**src/hdl/btpc_pkg.sv**
```systemverilog
// shared types and constants of the barometric compensation block
// no dependencies
`timescale 1ns / 1ps
`default_nettype none

package btpc_pkg;

	// field widths
	localparam int RAW_W      = 24;
	localparam int COEF_W     = 16;
	localparam int DT_W       = 26;
	localparam int STATE_W    = 40;
	localparam int READ_W     = 18;
	localparam int STATUS_W   = 2;
	localparam int OUT_DATA_W = 24;
	localparam int IDX_W      = 3;

	// scaling shifts
	localparam int T_SHIFT     = 23;
	localparam int OFF_SHIFT   = 6;
	localparam int SENS_SHIFT  = 7;
	localparam int SCALE_SHIFT = 21;
	localparam int P_SHIFT     = 15;
	localparam int OFF_BASE_SH  = 17;
	localparam int SENS_BASE_SH = 16;
	localparam int TREF_SH      = 8;

	// derived datapath widths
	localparam int PT_W   = DT_W + COEF_W + 1;
	localparam int TEMP_W = PT_W - T_SHIFT;
	localparam int HALF_W = RAW_W / 2;
	localparam int PART_W = HALF_W + 1 + STATE_W;
	localparam int PROD_W = 60;
	localparam int DIFF_W = STATE_W + 1;
	localparam int PRES_W = DIFF_W - P_SHIFT;

	// limits
	localparam logic signed [TEMP_W-1:0] TEMP_BASE = 20'sd2000;
	localparam logic signed [TEMP_W-1:0] TEMP_MIN  = -20'sd4000;
	localparam logic signed [TEMP_W-1:0] TEMP_MAX  = 20'sd8500;
	localparam logic signed [PRES_W-1:0] PRES_MIN  = 26'sd1000;
	localparam logic signed [PRES_W-1:0] PRES_MAX  = 26'sd120000;

	// register indexes
	localparam logic [IDX_W-1:0] REG_SENS      = 3'd0;
	localparam logic [IDX_W-1:0] REG_OFFSET    = 3'd1;
	localparam logic [IDX_W-1:0] REG_SENS_TC   = 3'd2;
	localparam logic [IDX_W-1:0] REG_OFFSET_TC = 3'd3;
	localparam logic [IDX_W-1:0] REG_TREF      = 3'd4;
	localparam logic [IDX_W-1:0] REG_TSENS     = 3'd5;

	// status codes
	localparam logic [STATUS_W-1:0] ST_OK     = 2'd0;
	localparam logic [STATUS_W-1:0] ST_RANGE  = 2'd1;
	localparam logic [STATUS_W-1:0] ST_NOTEMP = 2'd2;

	// calibration words
	typedef struct packed {
		logic [COEF_W-1:0] sens;
		logic [COEF_W-1:0] offset;
		logic [COEF_W-1:0] sens_tc;
		logic [COEF_W-1:0] offset_tc;
		logic [COEF_W-1:0] tref;
		logic [COEF_W-1:0] tsens;
	} coef_t;

	// item handed from the front end to the pressure back end
	typedef struct packed {
		logic                       done;
		logic [READ_W-1:0]          reading;
		logic [STATUS_W-1:0]        status;
		logic signed [PART_W-1:0]   part_lo;
		logic signed [PART_W-1:0]   part_hi;
		logic signed [STATE_W-1:0]  off;
	} mid_t;

endpackage

`default_nettype wire

```
**src/hdl/btpc_cfg.sv**
```systemverilog
// calibration register file of the barometric compensation block
// depends on btpc_pkg
`timescale 1ns / 1ps
`default_nettype none

module btpc_cfg import btpc_pkg::*; (
	input  wire logic              clk,
	input  wire logic              arst_n,
	input  wire logic              cfg_valid,
	output logic                   cfg_ready,
	input  wire logic [IDX_W-1:0]  cfg_index,
	input  wire logic [COEF_W-1:0] cfg_data,
	output coef_t                  coef
);

	coef_t coef_q;

	// always able to take a word
	assign cfg_ready = 1'b1;

	// register writes, unknown indexes ignored
	always_ff @(posedge clk or negedge arst_n) begin
		if (!arst_n) begin
			coef_q <= '0;
		end else if (cfg_valid) begin
			case (cfg_index)
				REG_SENS:      coef_q.sens      <= cfg_data;
				REG_OFFSET:    coef_q.offset    <= cfg_data;
				REG_SENS_TC:   coef_q.sens_tc   <= cfg_data;
				REG_OFFSET_TC: coef_q.offset_tc <= cfg_data;
				REG_TREF:      coef_q.tref      <= cfg_data;
				REG_TSENS:     coef_q.tsens     <= cfg_data;
				default: ;
			endcase
		end
	end

	assign coef = coef_q;

endmodule

`default_nettype wire

```
**config.mk**
```make
export PLATFORM = sky130hd
export DESIGN_NAME = btpc_cfg
export DESIGN_NICKNAME = d
export VERILOG_FILES = /design/src/hdl/btpc_pkg.sv /design/src/hdl/btpc_cfg.sv
export SDC_FILE = /design/constraint.sdc
export NUM_CORES = 1
export LEC_CHECK = 0
export BUFFER_PORTS_ARGS = -buffer_cell sky130_fd_sc_hd__buf_2
export CORE_MARGIN = 2
export CORE_UTILIZATION = 47
export CTS_BUF_LIST = sky130_fd_sc_hd__clkbuf_4
export CTS_CLUSTER_DIAMETER = 200
export DETAILED_ROUTE_END_ITERATION = 6
export GPL_TIMING_DRIVEN = 0
export PLACE_DENSITY = 0.78
export SLEW_MARGIN = 20
export SYNTH_ARGS = -nofsm -noshare
export SYNTH_HDL_FRONTEND = slang
export SYNTH_SLANG_ARGS = --single-unit
```
**constraint.sdc**
```tcl
create_clock -name clk -period 0.8 [get_ports clk]
set_input_delay 0.08 -clock clk [delete_from_list [all_inputs] [get_ports clk]]
set_output_delay 0.08 -clock clk [all_outputs]
set_load 0.03 [all_outputs]
```
==> implementation parameters <==
Parameter                              Value

Synthesis
  Post-synthesis instance total ... 210
  Sequential share of the synthesized area ... 65.1%
  Mean instance size in the synthesized netlist ... 17.6 sq um
  Post-synthesis sequential element count ... 96
  Post-synthesis cell area ... 0.00369 sq mm
  Net count after synthesis ... 232
  Count of warnings emitted by yosys ... 0
  Number of library cell types mapped by synthesis ... 12

Layout
  Flip-flop count of the largest register after layout ... 96
  Share of final-layout standard cells stronger than drive strength 1 ... 75.0%
  Most common cell after layout, fill and taps aside ... sky130_fd_sc_hd__buf_6
  Area added between synthesis and finish ... 71.9%
  Ant diodes ... 0
  Commonest cells after routing, fill and taps aside ... 133 x sky130_fd_sc_hd__buf_6, 84 x sky130_fd_sc_hd__dfrtp_1, 75 x sky130_fd_sc_hd__mux2_4
  Final Net Count ... 433

Timing
  Minimum period implied by the final worst setup slack ... 1.13 ns
  Worst Slack Setup Final ... -0.331 ns
  Number of endpoints with negative hold slack in the final report ... 0
  Final worst-path cycle share ... 141%
  Final number of setup-violating endpoints ... 152
  Final Skew ... 0 ns
  Pins over their slew limit ... 0
  Setup repair after global routing missed its margin ... yes
  Achievable clock frequency ... 884 MHz
  Fin Setup TNS ... -33.45 ns
  Post-Route Hold Slack ... 0.0326 ns

Setup path
  Signal arrival time at the worst endpoint ... 1.05 ns
  Data required time of the critical path ... 0.72 ns
  WS Path Type ... reg -> out
  Kind of start point of the critical path ... flip-flop
  Worst Path Buf+Inv ... 1
  Family with the most delay on the worst path ... flip-flops
  Stage delay of the slowest cell on the critical path ... 0.46 ns
  Crit path max-delay cell type ... sky130_fd_sc_hd__dfrtp_1
  CP endpoint kind ... output pin
  Worst-path fanout max ... 2
  Cells traversed along the worst timing path ... buf_6

Placed design
  HPWL after detailed placement ... 5380 microns
  Port buffer count ... 116
  Routability cong. ... 0.724
  Setup slack after placement ... -0.800 ns

Clock tree
  Max H-tree Level ... 3
  Clock latency of the later-clocked register in the worst-skew pair ... 0.42 ns
  Number of buffers created by CTS ... 9
  CTS Root Cell ... sky130_fd_sc_hd__clkbuf_4
  Max Root-Sink Buffers ... 2
  Number of sinks driven by the clock tree ... 96
  CTS tree ... done
  Clock slew seen by the registers of the worst setup and hold paths ... 0.15 ns

Global route
  Met3 Track Usage GR ... 6.18%
  Gr busiest metal ... met2
  Met1 Usage GRT ... 29.8%
  Maximum number of pins on one net before global-route repair ... 82
  Initial antenna violation count ... 0
  Global route total overflow ... 0
  Number of global-route vias before repair ... 2840
  Met2 Track Usage GR ... 41.7%
  Overall Global Routing Usage ... 24.1%
  First-pass GRT wire length ... 15600 microns

Floorplan
  Top-level port count ... 119
  Row count ... 32
  Die width ... 92.6 microns
  Initial Utilization ... 48.2%
  Core region area ... 0.00765 sq mm
  Die Y-Extent ... 92.6 microns
  Area of the die ... 0.00858 sq mm

Power
  LEAKAGE ... 0.00311 uW
  Cell area power density ... 2790 mW/mm^2
  Worst IR Drop VDD ... 1.50 mV

Drt
  Via/cell ratio ... 5.06
  Total number of vias ... 2619
  Total DRC errors in the routed layout ... 0
  DRT iter0 DRCs ... 71
  Total wire length after detailed routing ... 10700 microns
  First-pass DRT Iterations ... 4
  Routed length per placed instance ... 20.7 microns
  Final ANT Viol Nets ... 0

Run status
  Result of the run ... complete, but fails checks
  Violated checks ... negative setup slack

Job
  Max Cap Violations ... 0

Min path
  Path class of the lowest-slack min-delay path ... in -> async
## cell type report
class                   instances  area (sq um)
fillers                       383          1300
repair buffers                190          2000
clock inverters                 7          95.1
clock buffers                   9          67.6
plain buffers                  11           163
flip-flops and latches         96          2420
multi-input cells             103          1480
well taps                     102           128
## where the power goes
| part | leakage (uW) | total (uW) | switching (uW) | internal [uW] |
|---|---|---|---|---|
| Combinational | 0.00188 | 7820 | 3570 | 4250 |
| Clock | 0.0000879 | 2980 | 1700 | 1280 |
| Sequential | 0.00114 | 6890 | 950 | 5940 |
| Total | 0.00311 | 17700 | 6220 | 11500 |
## cells by family after synthesis
kind of cell	after synthesis	synth area share, %
buffers and inverters	11	3.02
DFF	96	65.1
muxes	96	29.3
other	1	0.102
and+or+nand+nor	6	2.48
## stage by stage
| step | util (%) | total power, uW | area [sq um] | instances |
|---|---|---|---|---|
| 6_report | 83.0 | 17700 | 6340 | 518 |
| 3_3_place_gp | 60.4 | 11600 | 4620 | 428 |
| 2_1_floorplan | - | 10100 | 3910 | 210 |
| 5_1_grt | 83.0 | 18300 | 6340 | 518 |
| 4_1_cts | 79.8 | 16900 | 6100 | 510 |
| 3_5_place_dp | 60.8 | 11700 | 4650 | 429 |
## cell usage after synthesis
cell type	count	area [sq um]
sky130_fd_sc_hd__and4bb_1	1	12.5
sky130_fd_sc_hd__and4bb_2	2	25.0
sky130_fd_sc_hd__buf_2	2	10.0
sky130_fd_sc_hd__buf_4	1	7.51
sky130_fd_sc_hd__buf_6	7	78.8
sky130_fd_sc_hd__buf_8	1	15.0
sky130_fd_sc_hd__conb_1	1	3.75
sky130_fd_sc_hd__dfrtp_1	96	2400
sky130_fd_sc_hd__mux2_1	1	11.3
sky130_fd_sc_hd__mux2_2	95	1070
sky130_fd_sc_hd__nand4b_2	2	30.0
sky130_fd_sc_hd__nor4b_4	1	23.8
## metal layers
layer	part of all wire, %	up-vias
met2	51	102
met5	0	-
met1	42	1352
met3	6.4	15
li1	-	1150
met4	1.2	0
## worst paths after layout
kind | cells past startpoint | slack [ns] | endpoint | startpoint
worst min register to register | 1 | 0.55 | coef[35] | coef[35]
worst min-delay path | 2 | 0.03 | coef[57] | arst_n
worst max-delay path | 1 | -0.33 | coef[26] | coef[26]
worst max register to register | 3 | -0.27 | coef[75] | coef[75]
min in group clk | 3 | 0.13 | coef[3] | cfg_index[0]
max in group asynchronous | 3 | 0.13 | coef[2] | arst_n
## repair_timing
| action | CTS | global route |
|---|---|---|
| endpoints found under the hold margin | 192 | 0 |
| hold buffers | 17 | 0 |
| gates cloned | 2 | 0 |
| endpoints found under the setup margin | 162 | 174 |
| pin swaps | 3 | 1 |
| setup buffers | 46 | 24 |
| gates resized for setup | 213 | 53 |
Note: power is estimated with default switching activity, not from simulation.
