===== src/hdl/btpc_pkg.sv =====
// shared types and constants of the barometric compensation block
// no dependencies
`timescale 1ns / 1ps
`default_nettype none

package btpc_pkg;

	// field widths
	localparam int RAW_W      = 24;
	localparam int COEF_W     = 16;
	localparam int DT_W       = 26;
	localparam int STATE_W    = 40;
	localparam int READ_W     = 18;
	localparam int STATUS_W   = 2;
	localparam int OUT_DATA_W = 24;
	localparam int IDX_W      = 3;

	// scaling shifts
	localparam int T_SHIFT     = 23;
	localparam int OFF_SHIFT   = 6;
	localparam int SENS_SHIFT  = 7;
	localparam int SCALE_SHIFT = 21;
	localparam int P_SHIFT     = 15;
	localparam int OFF_BASE_SH  = 17;
	localparam int SENS_BASE_SH = 16;
	localparam int TREF_SH      = 8;

	// derived datapath widths
	localparam int PT_W   = DT_W + COEF_W + 1;
	localparam int TEMP_W = PT_W - T_SHIFT;
	localparam int HALF_W = RAW_W / 2;
	localparam int PART_W = HALF_W + 1 + STATE_W;
	localparam int PROD_W = 60;
	localparam int DIFF_W = STATE_W + 1;
	localparam int PRES_W = DIFF_W - P_SHIFT;

	// limits
	localparam logic signed [TEMP_W-1:0] TEMP_BASE = 20'sd2000;
	localparam logic signed [TEMP_W-1:0] TEMP_MIN  = -20'sd4000;
	localparam logic signed [TEMP_W-1:0] TEMP_MAX  = 20'sd8500;
	localparam logic signed [PRES_W-1:0] PRES_MIN  = 26'sd1000;
	localparam logic signed [PRES_W-1:0] PRES_MAX  = 26'sd120000;

	// register indexes
	localparam logic [IDX_W-1:0] REG_SENS      = 3'd0;
	localparam logic [IDX_W-1:0] REG_OFFSET    = 3'd1;
	localparam logic [IDX_W-1:0] REG_SENS_TC   = 3'd2;
	localparam logic [IDX_W-1:0] REG_OFFSET_TC = 3'd3;
	localparam logic [IDX_W-1:0] REG_TREF      = 3'd4;
	localparam logic [IDX_W-1:0] REG_TSENS     = 3'd5;

	// status codes
	localparam logic [STATUS_W-1:0] ST_OK     = 2'd0;
	localparam logic [STATUS_W-1:0] ST_RANGE  = 2'd1;
	localparam logic [STATUS_W-1:0] ST_NOTEMP = 2'd2;

	// calibration words
	typedef struct packed {
		logic [COEF_W-1:0] sens;
		logic [COEF_W-1:0] offset;
		logic [COEF_W-1:0] sens_tc;
		logic [COEF_W-1:0] offset_tc;
		logic [COEF_W-1:0] tref;
		logic [COEF_W-1:0] tsens;
	} coef_t;

	// item handed from the front end to the pressure back end
	typedef struct packed {
		logic                       done;
		logic [READ_W-1:0]          reading;
		logic [STATUS_W-1:0]        status;
		logic signed [PART_W-1:0]   part_lo;
		logic signed [PART_W-1:0]   part_hi;
		logic signed [STATE_W-1:0]  off;
	} mid_t;

endpackage

`default_nettype wire


===== src/hdl/btpc_back.sv =====
// back end: partial product sum, offset removal, pressure range check
// and the result register; depends on btpc_pkg
`timescale 1ns / 1ps
`default_nettype none

module btpc_back import btpc_pkg::*; (
	input  wire logic                 clk,
	input  wire logic                 arst_n,
	input  wire logic                 mid_valid,
	output logic                      mid_ready,
	input  wire mid_t                 mid,
	output logic                      out_valid,
	input  wire logic                 out_ready,
	output logic [READ_W-1:0]         out_reading,
	output logic [STATUS_W-1:0]       out_status
);

	logic v_s3, v_s4, v_s5, v_s6;
	logic rdy_s3, rdy_s4, rdy_s5, rdy_s6;

	mid_t                      mid_s3;
	logic                      done_s4, done_s5;
	logic [READ_W-1:0]         reading_s4, reading_s5, reading_s6;
	logic [STATUS_W-1:0]       status_s4, status_s5, status_s6;
	logic signed [PROD_W-1:0]  prod, prod_s4;
	logic signed [STATE_W-1:0] off_s4;
	logic signed [DIFF_W-1:0]  diff, diff_s5;
	logic                      sc_corr, p_corr, p_ok;
	logic signed [PRES_W-1:0]  p_val;

	// handshake between stages
	assign rdy_s6    = !v_s6 || out_ready;
	assign rdy_s5    = !v_s5 || rdy_s6;
	assign rdy_s4    = !v_s4 || rdy_s5;
	assign rdy_s3    = !v_s3 || rdy_s4;
	assign mid_ready = rdy_s3;

	always_ff @(posedge clk or negedge arst_n) begin
		if (!arst_n) begin
			v_s3 <= 1'b0;
			v_s4 <= 1'b0;
			v_s5 <= 1'b0;
			v_s6 <= 1'b0;
		end else begin
			if (rdy_s3) v_s3 <= mid_valid;
			if (rdy_s4) v_s4 <= v_s3;
			if (rdy_s5) v_s5 <= v_s4;
			if (rdy_s6) v_s6 <= v_s5;
		end
	end

	// full product from the two partials
	assign prod = $signed({mid_s3.part_hi[PROD_W-HALF_W-1:0], {HALF_W{1'b0}}})
		+ $signed({{(PROD_W-PART_W){mid_s3.part_lo[PART_W-1]}}, mid_s3.part_lo});

	// scaled product minus offset, rounding folded in as a carry
	assign sc_corr = prod_s4[PROD_W-1] && (|prod_s4[SCALE_SHIFT-1:0]);
	assign diff = $signed({{(DIFF_W-PROD_W+SCALE_SHIFT){prod_s4[PROD_W-1]}},
			prod_s4[PROD_W-1:SCALE_SHIFT]})
		- $signed({off_s4[STATE_W-1], off_s4})
		+ $signed({{(DIFF_W-1){1'b0}}, sc_corr});

	// pressure and its range check
	assign p_corr = diff_s5[DIFF_W-1] && (|diff_s5[P_SHIFT-1:0]);
	assign p_val  = $signed(diff_s5[DIFF_W-1:P_SHIFT]) + $signed({{(PRES_W-1){1'b0}}, p_corr});
	assign p_ok   = (p_val >= PRES_MIN) && (p_val <= PRES_MAX);

	always_ff @(posedge clk) begin
		if (mid_valid && rdy_s3) begin
			mid_s3 <= mid;
		end
		if (v_s3 && rdy_s4) begin
			done_s4    <= mid_s3.done;
			reading_s4 <= mid_s3.reading;
			status_s4  <= mid_s3.status;
			prod_s4    <= prod;
			off_s4     <= mid_s3.off;
		end
		if (v_s4 && rdy_s5) begin
			done_s5    <= done_s4;
			reading_s5 <= reading_s4;
			status_s5  <= status_s4;
			diff_s5    <= diff;
		end
		if (v_s5 && rdy_s6) begin
			if (done_s5) begin
				reading_s6 <= reading_s5;
				status_s6  <= status_s5;
			end else if (p_ok) begin
				reading_s6 <= p_val[READ_W-1:0];
				status_s6  <= ST_OK;
			end else begin
				reading_s6 <= '0;
				status_s6  <= ST_RANGE;
			end
		end
	end

	assign out_valid   = v_s6;
	assign out_reading = reading_s6;
	assign out_status  = status_s6;

endmodule

`default_nettype wire


===== config.mk =====
export PLATFORM = sky130hd
export DESIGN_NAME = btpc_back
export DESIGN_NICKNAME = d
export VERILOG_FILES = /design/src/hdl/btpc_pkg.sv /design/src/hdl/btpc_back.sv
export SDC_FILE = /design/constraint.sdc
export NUM_CORES = 1
export LEC_CHECK = 0
export BUFFER_PORTS_ARGS = -buffer_cell sky130_fd_sc_hd__buf_2
export CAP_MARGIN = 20
export CORE_ASPECT_RATIO = 0.8
export CORE_MARGIN = 2
export CORE_UTILIZATION = 64
export CTS_BUF_LIST = sky130_fd_sc_hd__clkbuf_16
export CTS_CLUSTER_DIAMETER = 200
export DETAILED_ROUTE_END_ITERATION = 10
export PLACE_DENSITY_LB_ADDON = 0.12
export SYNTH_ARGS = -nofsm -noshare
export SYNTH_HDL_FRONTEND = slang
export SYNTH_SLANG_ARGS = --single-unit
export TNS_END_PERCENT = 10

===== constraint.sdc =====
create_clock -name clk -period 7.6 [get_ports clk]
set_input_delay 0.76 -clock clk [delete_from_list [all_inputs] [get_ports clk]]
set_output_delay 0.76 -clock clk [all_outputs]
set_load 0.01 [all_outputs]

==> results.md, run 1 <==
* Starting Density at 64.8%
* Die area at 0.0289 mm2
* Max-cap violation count at 0
* Highest Clock Rate at 0.215 GHz
* Final setup violation count at 0
* CTS tree: built
* Drt drc at 0
* Critical path endpoint category: flop
* Number of global-route vias before repair at 10.2k
* Post-route core utilization at 73.7%
* Initial antenna violation count at 2
* Yosys top cell by area: edfxtp_1
* Pwr Density at 292 mW/mm2
* Ys async rst share at 1.08%
* Worst-skew pair later-pin latency at 510 ps
* Post-synth cell types at 75
* NumNets Final at 1818
* Crit Path Category: flop to flop
* CP startpoint kind: flop
* Yosys warns at 0
* First-pass DRT Iterations at 5
* Worst Clk Skew at 17.4 ps
* Final ANT Viol Nets at 0
* Crit path buf inv count at 1
* Top delay family on crit path: compound AO/OA/AOI/OAI gates
* Worst-path cell chain: or4_1 > o41ai_1 > ha_1 > inv_1 > ha_1 > fa_1 > a21o_1 > a221oi_1 > a21o_1 > a21boi_0 > a221o_1 > a311o_1 > a21o_1 > a21oi_1 > xnor2_1
* Critical path's slowest cell: or4_1
* Post-DP HPWL at 23.1 mm
* CP max stage delay at 550 ps
* Rows at 54
* Data arrival, critical path at 4910 ps
* Area share of the leading cell type in the synthesized netlist at 62.2%
* Syn avg cell area at 13.4 um2
* Area Growth Syn to Fin at 13.7%
* Most used DFF post-synth: edfxtp_1
* Post-CTS Setup Bufs at 0
* Register area at 0.0111 mm2
* FF+latch count, synth at 369
* DRT iter0 DRCs at 898
* Sequential area share after synthesis at 62.8%
* Final Hold Fails at 0
* Peak supply drop at 0.212 mV
* Gr usage total at 22.0%
* Wire length of the first global-routing pass at 50.8 mm
* WL/cell at 16.6 um
* Core box area at 0.0272 mm2
* Synth top area cells: edfxtp_1, ha_1, xnor2_1
* Static Leak at 0.00814 uW
* Max H-tree Level at 2
* Status: complete, no violations
* Syn Inst Count at 1315
* DR vias at 10.9k
* Post-synth EDFFs at 365
* HP Class: input port to asynchronous set/reset pin
* Final instance area at 0.0200 mm2
* Fraction of layout cells with a size suffix above 1 at 17.4%
* Fin Setup TNS at 0 ps
* Area occupied by multi-input gates at 0.00618 mm2
* CTS Buffer Depth at 3
* Worst-margin pin slew at 1080 ps
* Die W at 189 um
* Min cycle time layout at 4660 ps
* DR vias/cell at 5.70
* CP Max Fanout at 4
* Final hold slack at 51.3 ps
* FILL cells at 1821
* Slew Limit Fails at 0
* Gr ovfl total at 0
* Syn Nets at 1617
* CTS buffer count at 36
* Mapped Area at 0.0176 mm2
* CTS Root Cell: clkbuf_16
* Clock-pin slew of the registers on the worst-case setup and hold paths at 60 ps
* Final wirelength at 31.6 mm
* IO buf count at 187
* Tcrit/Tclk final at 61.3%
* Die height at 152 um
* Post-CTS Hold Buffers at 0
* Clock sink count at 369
* GPL Wtd Cong at 0.925
* Slew HR at 26.0%
* DP Area at 0.0189 mm2
* Req. time, crit path at 7850 ps
* RSZ-0062 raised after global routing: no
* I/O pins at 193
* Crit path top cell by count: a21o_1
* Largest net degree at the start of global routing at 83
* Post-CTS Resized at 0
* Total Power at 5840 uW
-- final cells by class --
cell class	count	area share [%]
clock inverters	25	0.844
flip-flops and latches	369	55.2
diodes	2	0.0250
multi-input cells	849	30.9
well taps	364	2.27
repair buffers	191	4.82
inverters	69	1.29
clock buffers	37	4.62
-- through the flow --
| step | cells | setup slack [ps] |
|---|---|---|
| 3_5_place_dp | 1842 | 2940 |
| 6_report | 1906 | 2940 |
| 2_1_floorplan | 1315 | 2310 |
| 4_1_cts | 1904 | 2920 |
| 5_1_grt | 1906 | 2540 |
| 3_3_place_gp | 1842 | 3000 |
-- flip-flops by register name, summed over array words and instances, names as in the netlist --
register and cells:
v_s4 1, reading_s5 18, prod_s4 60, reading_s4 18, status_s5 2, out_status 2
off_s4 40, done_s4 1, mid_s3 162, out_valid 1, out_reading 18, v_s3 1
v_s5 1, done_s5 1, status_s4 2, diff_s5 41
-- metal layers --
metal,track usage [%],wire length (um),up-vias,part of all wire (%)
met2,32.8,13500,374,43
met5,0,0,-,0
met3,3.78,2010,65,6.4
met4,5.83,790,0,2.5
li1,-,-,5443,-
met1,34.0,15300,4985,48
-- cells in the mapped netlist (all sizes together) (4+ instances only) --
cell type	instances
xor2	43
ha	129
clkbuf	25
o31ai	4
o41ai	4
and2	13
a221o	4
o21ai	67
a31oi	13
nand2	75
or3	7
inv	69
a21oi	88
dfrtp	4
a211oi	17
nand2b	10
o21a	6
nand3	34
o2111ai	4
a21o	55
o21bai	11
or4	4
nor2	52
o211ai	9
edfxtp	365
and3	17
nor3	22
nand4	21
and4	8
xnor2	56
nor4	13
nor2b	15
-- worst paths after layout --
path,end,cells past startpoint,from,slack (ps)
worst max-delay path,diff_s5[28],15,prod_s4[1],2940
worst min-delay path,v_s4,1,arst_n,50
worst max register to register,diff_s5[28],15,prod_s4[1],2940
worst min register to register,off_s4[29],0,mid_s3[29],410
max in group asynchronous,out_valid,1,arst_n,7430
min in group clk,off_s4[29],0,mid_s3[29],410
-- power breakdown --
| group | switching [uW] | internal [uW] | leakage [uW] |
|---|---|---|---|
| clock | 683 | 948 | 0.000561 |
| sequential | 172 | 2650 | 0.00359 |
| combinational | 815 | 575 | 0.00399 |
| total | 1670 | 4170 | 0.00814 |
-- cell usage in the layout (no fill, tap or decap), types with 4 or more instances in the layout --
cell,Yosys,routed
edfxtp_1,365,365
buf_2,1,187
ha_1,129,129
a21oi_1,88,88
inv_1,69,75
nand2_1,75,75
o21ai_0,56,56
xnor2_1,56,56
a21o_1,55,55
nor2_1,52,52
xor2_1,43,43
clkbuf_16,0,37
nand3_1,33,33
nor3_1,22,22
nand4_1,20,20
a211oi_1,17,17
and3_1,16,16
nor2b_1,15,14
a31oi_1,13,13
nor4_1,12,12
o21bai_1,11,11
and2_1,13,10
nand2b_1,10,10
o211ai_1,9,9
o21ai_2,8,8
clkinv_2,0,8
or3_1,7,7
and4_1,7,7
o21a_1,6,6
clkinv_1,0,6
or4_1,4,4
o41ai_1,4,4
a221o_1,4,4
o31ai_1,4,4
dfrtp_1,4,4
buf_4,1,4
-- logic make-up (layout without fill, tap and decap cells) --
| kind of cell | after synthesis | in the layout | synth area share, % |
|---|---|---|---|
| other | 0 | 2 | 0 |
| adders and majority gates | 131 | 131 | 9.39 |
| xor gates and xnor gates | 99 | 99 | 4.92 |
| DFF | 369 | 369 | 62.8 |
| and+or+nand+nor | 303 | 303 | 8.97 |
| buffers and inverters | 97 | 322 | 2.15 |
| AOI/OAI and AO/OA | 313 | 313 | 11.6 |
| muxes | 3 | 3 | 0.170 |
No activity file was read; power rests on OpenSTA's default activity.
==> run 2: changes to the inputs <==
--- a/config.mk
+++ b/config.mk
@@ -5,11 +5,12 @@
 export SDC_FILE = /design/constraint.sdc
 export NUM_CORES = 1
 export LEC_CHECK = 0
+export ABC_AREA = 1
 export BUFFER_PORTS_ARGS = -buffer_cell sky130_fd_sc_hd__buf_2
 export CAP_MARGIN = 20
 export CORE_ASPECT_RATIO = 0.8
 export CORE_MARGIN = 2
-export CORE_UTILIZATION = 64
+export CORE_UTILIZATION = 54
 export CTS_BUF_LIST = sky130_fd_sc_hd__clkbuf_16
 export CTS_CLUSTER_DIAMETER = 200
 export DETAILED_ROUTE_END_ITERATION = 10
==> constraint.sdc (replaced) <==
create_clock -name clk -period 3.9 [get_ports clk]
set_input_delay 0.39 -clock clk [delete_from_list [all_inputs] [get_ports clk]]
set_output_delay 0.39 -clock clk [all_outputs]
set_load 0.01 [all_outputs]
==> run 2 against run 1 <==
Sequential share of layout area down 4.1 points. Synthesized area up 6.2%. Sequential cell count unchanged. Non-clock buffer count up 28. Largest power group unchanged. Routed wire length up 42%. Combinational power rose to 2.6 times the previous value. Cell area up 8.1%. Largest cell class unchanged. Die area up 25%. Clock power up 110%. Utilization down 9.8 points.
==> results.md, run 2 <==
* CTS Buffer Depth at 3 (unchanged)
* Count leader, synth: edfxtp_1
* Max H-tree Level at 2 (unchanged)
* Mapped Area at 0.0187 mm2 (+6.2%)
* Commonest non-fill, non-tap cell in the layout: edfxtp_1
* Total Power at 12500 uW (+110%)
* Gr ovfl total at 0 (unchanged)
* Highest Clock Rate at 0.279 GHz (+30%)
* Final hold slack at 22.0 ps (-29.2 ps)
* Syn avg cell area at 10.7 um2 (-20%)
* Max FFs per register at 162 (unchanged)
* Static Leak at 0.00924 uW (+14%)
* Post-CTS Resized at 0 (unchanged)
* WL/cell at 18.0 um (+8.7%)
* Crit Path Category: flop to flop
* FF+latch count, synth at 369 (unchanged)
* DR vias/cell at 5.32 (-6.6%)
* Initial antenna violation count at 2 (unchanged)
* Slew HR at 30.5% (+4.5 points)
* HP Class: input port to flop
* CTS buffer count at 37 (+2.8%)
* Fraction of layout cells with a size suffix above 1 at 15.0% (-2.4 points)
* Ys async rst share at 1.08% (unchanged)
* Die height at 171 um (+12%)
* Syn Inst Count at 1751 (+33%)
* Worst-path cell chain: nor4_1 > buf_4 > nand4_1 > buf_4 > o31ai_1 > buf_4 > ha_1 > inv_1 > ha_1 > fa_1 > nand3_1 > nand2_1 > buf_4 > a21o_1 > nand2_1 > nand2_1 > nand3_1 > nand2_1 > a21oi_1 > xnor2_1
* Critical path's slowest cell: fa_1
* Worst-skew pair later-pin latency at 540 ps (+30 ps)
* First-pass DRT Iterations at 7 (+2)
* Post-synth EDFFs at 365 (unchanged)
* Placed cells at 2428 (+32%)
* Most frequent cells in the layout: edfxtp_1, nand2_1, inv_1, buf_2, nor2_1
* Yosys warns at 0 (unchanged)
* Data arrival, critical path at 3860 ps (-1050 ps)
* Wire length of the first global-routing pass at 68.4 mm (+35%)
* Layout Cells excl Fill at 2494 (+31%)
* Post-DP HPWL at 36.2 mm (+57%)
* Final setup violation count at 0 (unchanged)
* Peak supply drop at 0.489 mV (+130%)
* Number of global-route vias before repair at 12.8k (+26%)
* I/O pins at 193 (unchanged)
* GPL Wtd Cong at 0.945 (+2.2%)
* CP Max Fanout at 3 (-1)
* Sequential area share after synthesis at 59.1% (-3.7 points)
* CTS Root Cell: clkbuf_16
* Die area at 0.0362 mm2 (+25%)
* CP max stage delay at 420 ps (-130 ps)
* Synth top area cells: edfxtp_1, ha_1, nand2_1
* Area share of the leading cell type in the synthesized netlist at 58.6% (-3.7 points)
* Critical path endpoint category: flop
* Area Growth Syn to Fin at 15.6%
* Post-synth cell types at 44 (-41%)
* Most used DFF post-synth: edfxtp_1
* Core box area at 0.0339 mm2 (+25%)
* Final Hold Fails at 0 (unchanged)
* Post-CTS Setup Bufs at 0 (unchanged)
* # diodes at 0 (-2)
* Post-route core utilization at 63.9% (-9.8 points)
* Starting Density at 55.3% (-9.6 points)
* Worst-margin pin slew at 1040 ps (-40.4 ps)
* DR vias at 13.3k (+22%)
* Clock-pin slew of the registers on the worst-case setup and hold paths at 60 ps (about the same)
* Top post-synthesis cells by count: edfxtp_1, nand2_1, inv_1
* Final wirelength at 44.9 mm (+42%)
* Final ANT Viol Nets at 0 (unchanged)
* NumNets Final at 2305 (+27%)
* Syn Nets at 2053 (+27%)
* Max-cap violation count at 0 (unchanged)
* Status: complete, no violations
* Pwr Density at 576 mW/mm2 (+97%)
* Biggest register: mid_s3
* Slew Limit Fails at 0 (unchanged)
* DRT iter0 DRCs at 1046 (+16%)
* Clock sink count at 369 (unchanged)
* Worst Clk Skew at 12.6 ps (-4.75 ps)
* IO buf count at 187 (unchanged)
* Die W at 212 um (+12%)
* Post-CTS Hold Buffers at 1 (+1)
* Drt drc at 0 (unchanged)
* Yosys top cell by area: edfxtp_1
* Top Registers: mid_s3 x162, prod_s4 x60, diff_s5 x41
* RSZ-0062 raised after global routing: no
* Rows at 60 (+11%)
* Min cycle time layout at 3580 ps (-1080 ps)
* Gr usage total at 25.1% (+3.0 points)
* Req. time, crit path at 4180 ps (-3670 ps)
* CTS tree: built
* Tcrit/Tclk final at 91.9% (+31 points)
* CP startpoint kind: flop
* Largest net degree at the start of global routing at 60 (-28%)
* Fin Setup TNS at 0 ps (unchanged)
run 2: cells by family (layout without fill, tap and decap cells):
logic type	after synthesis	count (layout)	share of synthesized area, %
XOR/XNOR	79	79	3.70
flip-flops	369	369	59.1
AND/OR/NAND/NOR	629	629	14.2
adder cells (fa/ha/maj)	131	131	8.84
AO/OA/AOI/OAI	306	306	9.30
buffers and inverters	237	515	4.84
run 2: worst paths after layout:
check / start / endpoint / slack [ps] / cells past startpoint
worst max-delay path: prod_s4[13] / diff_s5[32] / 320 / 20
worst min-delay path: mid[135] / mid_s3[135] / 20 / 1
worst max register to register: prod_s4[13] / diff_s5[32] / 320 / 20
worst min register to register: mid_s3[97] / prod_s4[4] / 410 / 0
max in group asynchronous: arst_n / v_s5 / 3580 / 2
min in group asynchronous: arst_n / v_s3 / 200 / 2
run 2: through the flow:
| step | cell area, um2 | setup WS [ps] |
|---|---|---|
| 2_1_floorplan | 18700 | 271 |
| 3_3_place_gp | 20500 | 373 |
| 3_5_place_dp | 20500 | 374 |
| 4_1_cts | 21600 | 329 |
| 5_1_grt | 21600 | 19.6 |
| 6_report | 21600 | 317 |
run 2: final cells by class:
type	instances	area [um2]
clock buffers	37	926
inverters	231	870
clock inverters	28	229
flip-flops and latches	369	11100
multi-input cells	1145	6760
fillers	2754	12200
well taps	465	582
repair buffers	219	1220
run 2: critical path: cells and delay by family (launching register included):
kind / cells / cell delay (ps)
AND/OR/NAND/NOR: 8 / 880
adder cells (fa/ha/maj): 3 / 740
buffers and inverters: 5 / 720
AO/OA/AOI/OAI: 3 / 540
flip-flops: 1 / 370
XOR/XNOR: 1 / 80
run 2: power by group:
group	switching (uW)	internal, uW
combinational	2360	1220
sequential	316	5170
clock	1460	1940
total	4130	8330
run 2: per-layer routing:
layer / routed length (um) / global-route usage [%] / up-vias
li1: - / - / 6589
met1: 20800 / 37.0 / 6200
met5: 18 / 0 / -
met3: 3520 / 5.34 / 65
met4: 828 / 6.34 / 2
met2: 19700 / 37.9 / 419
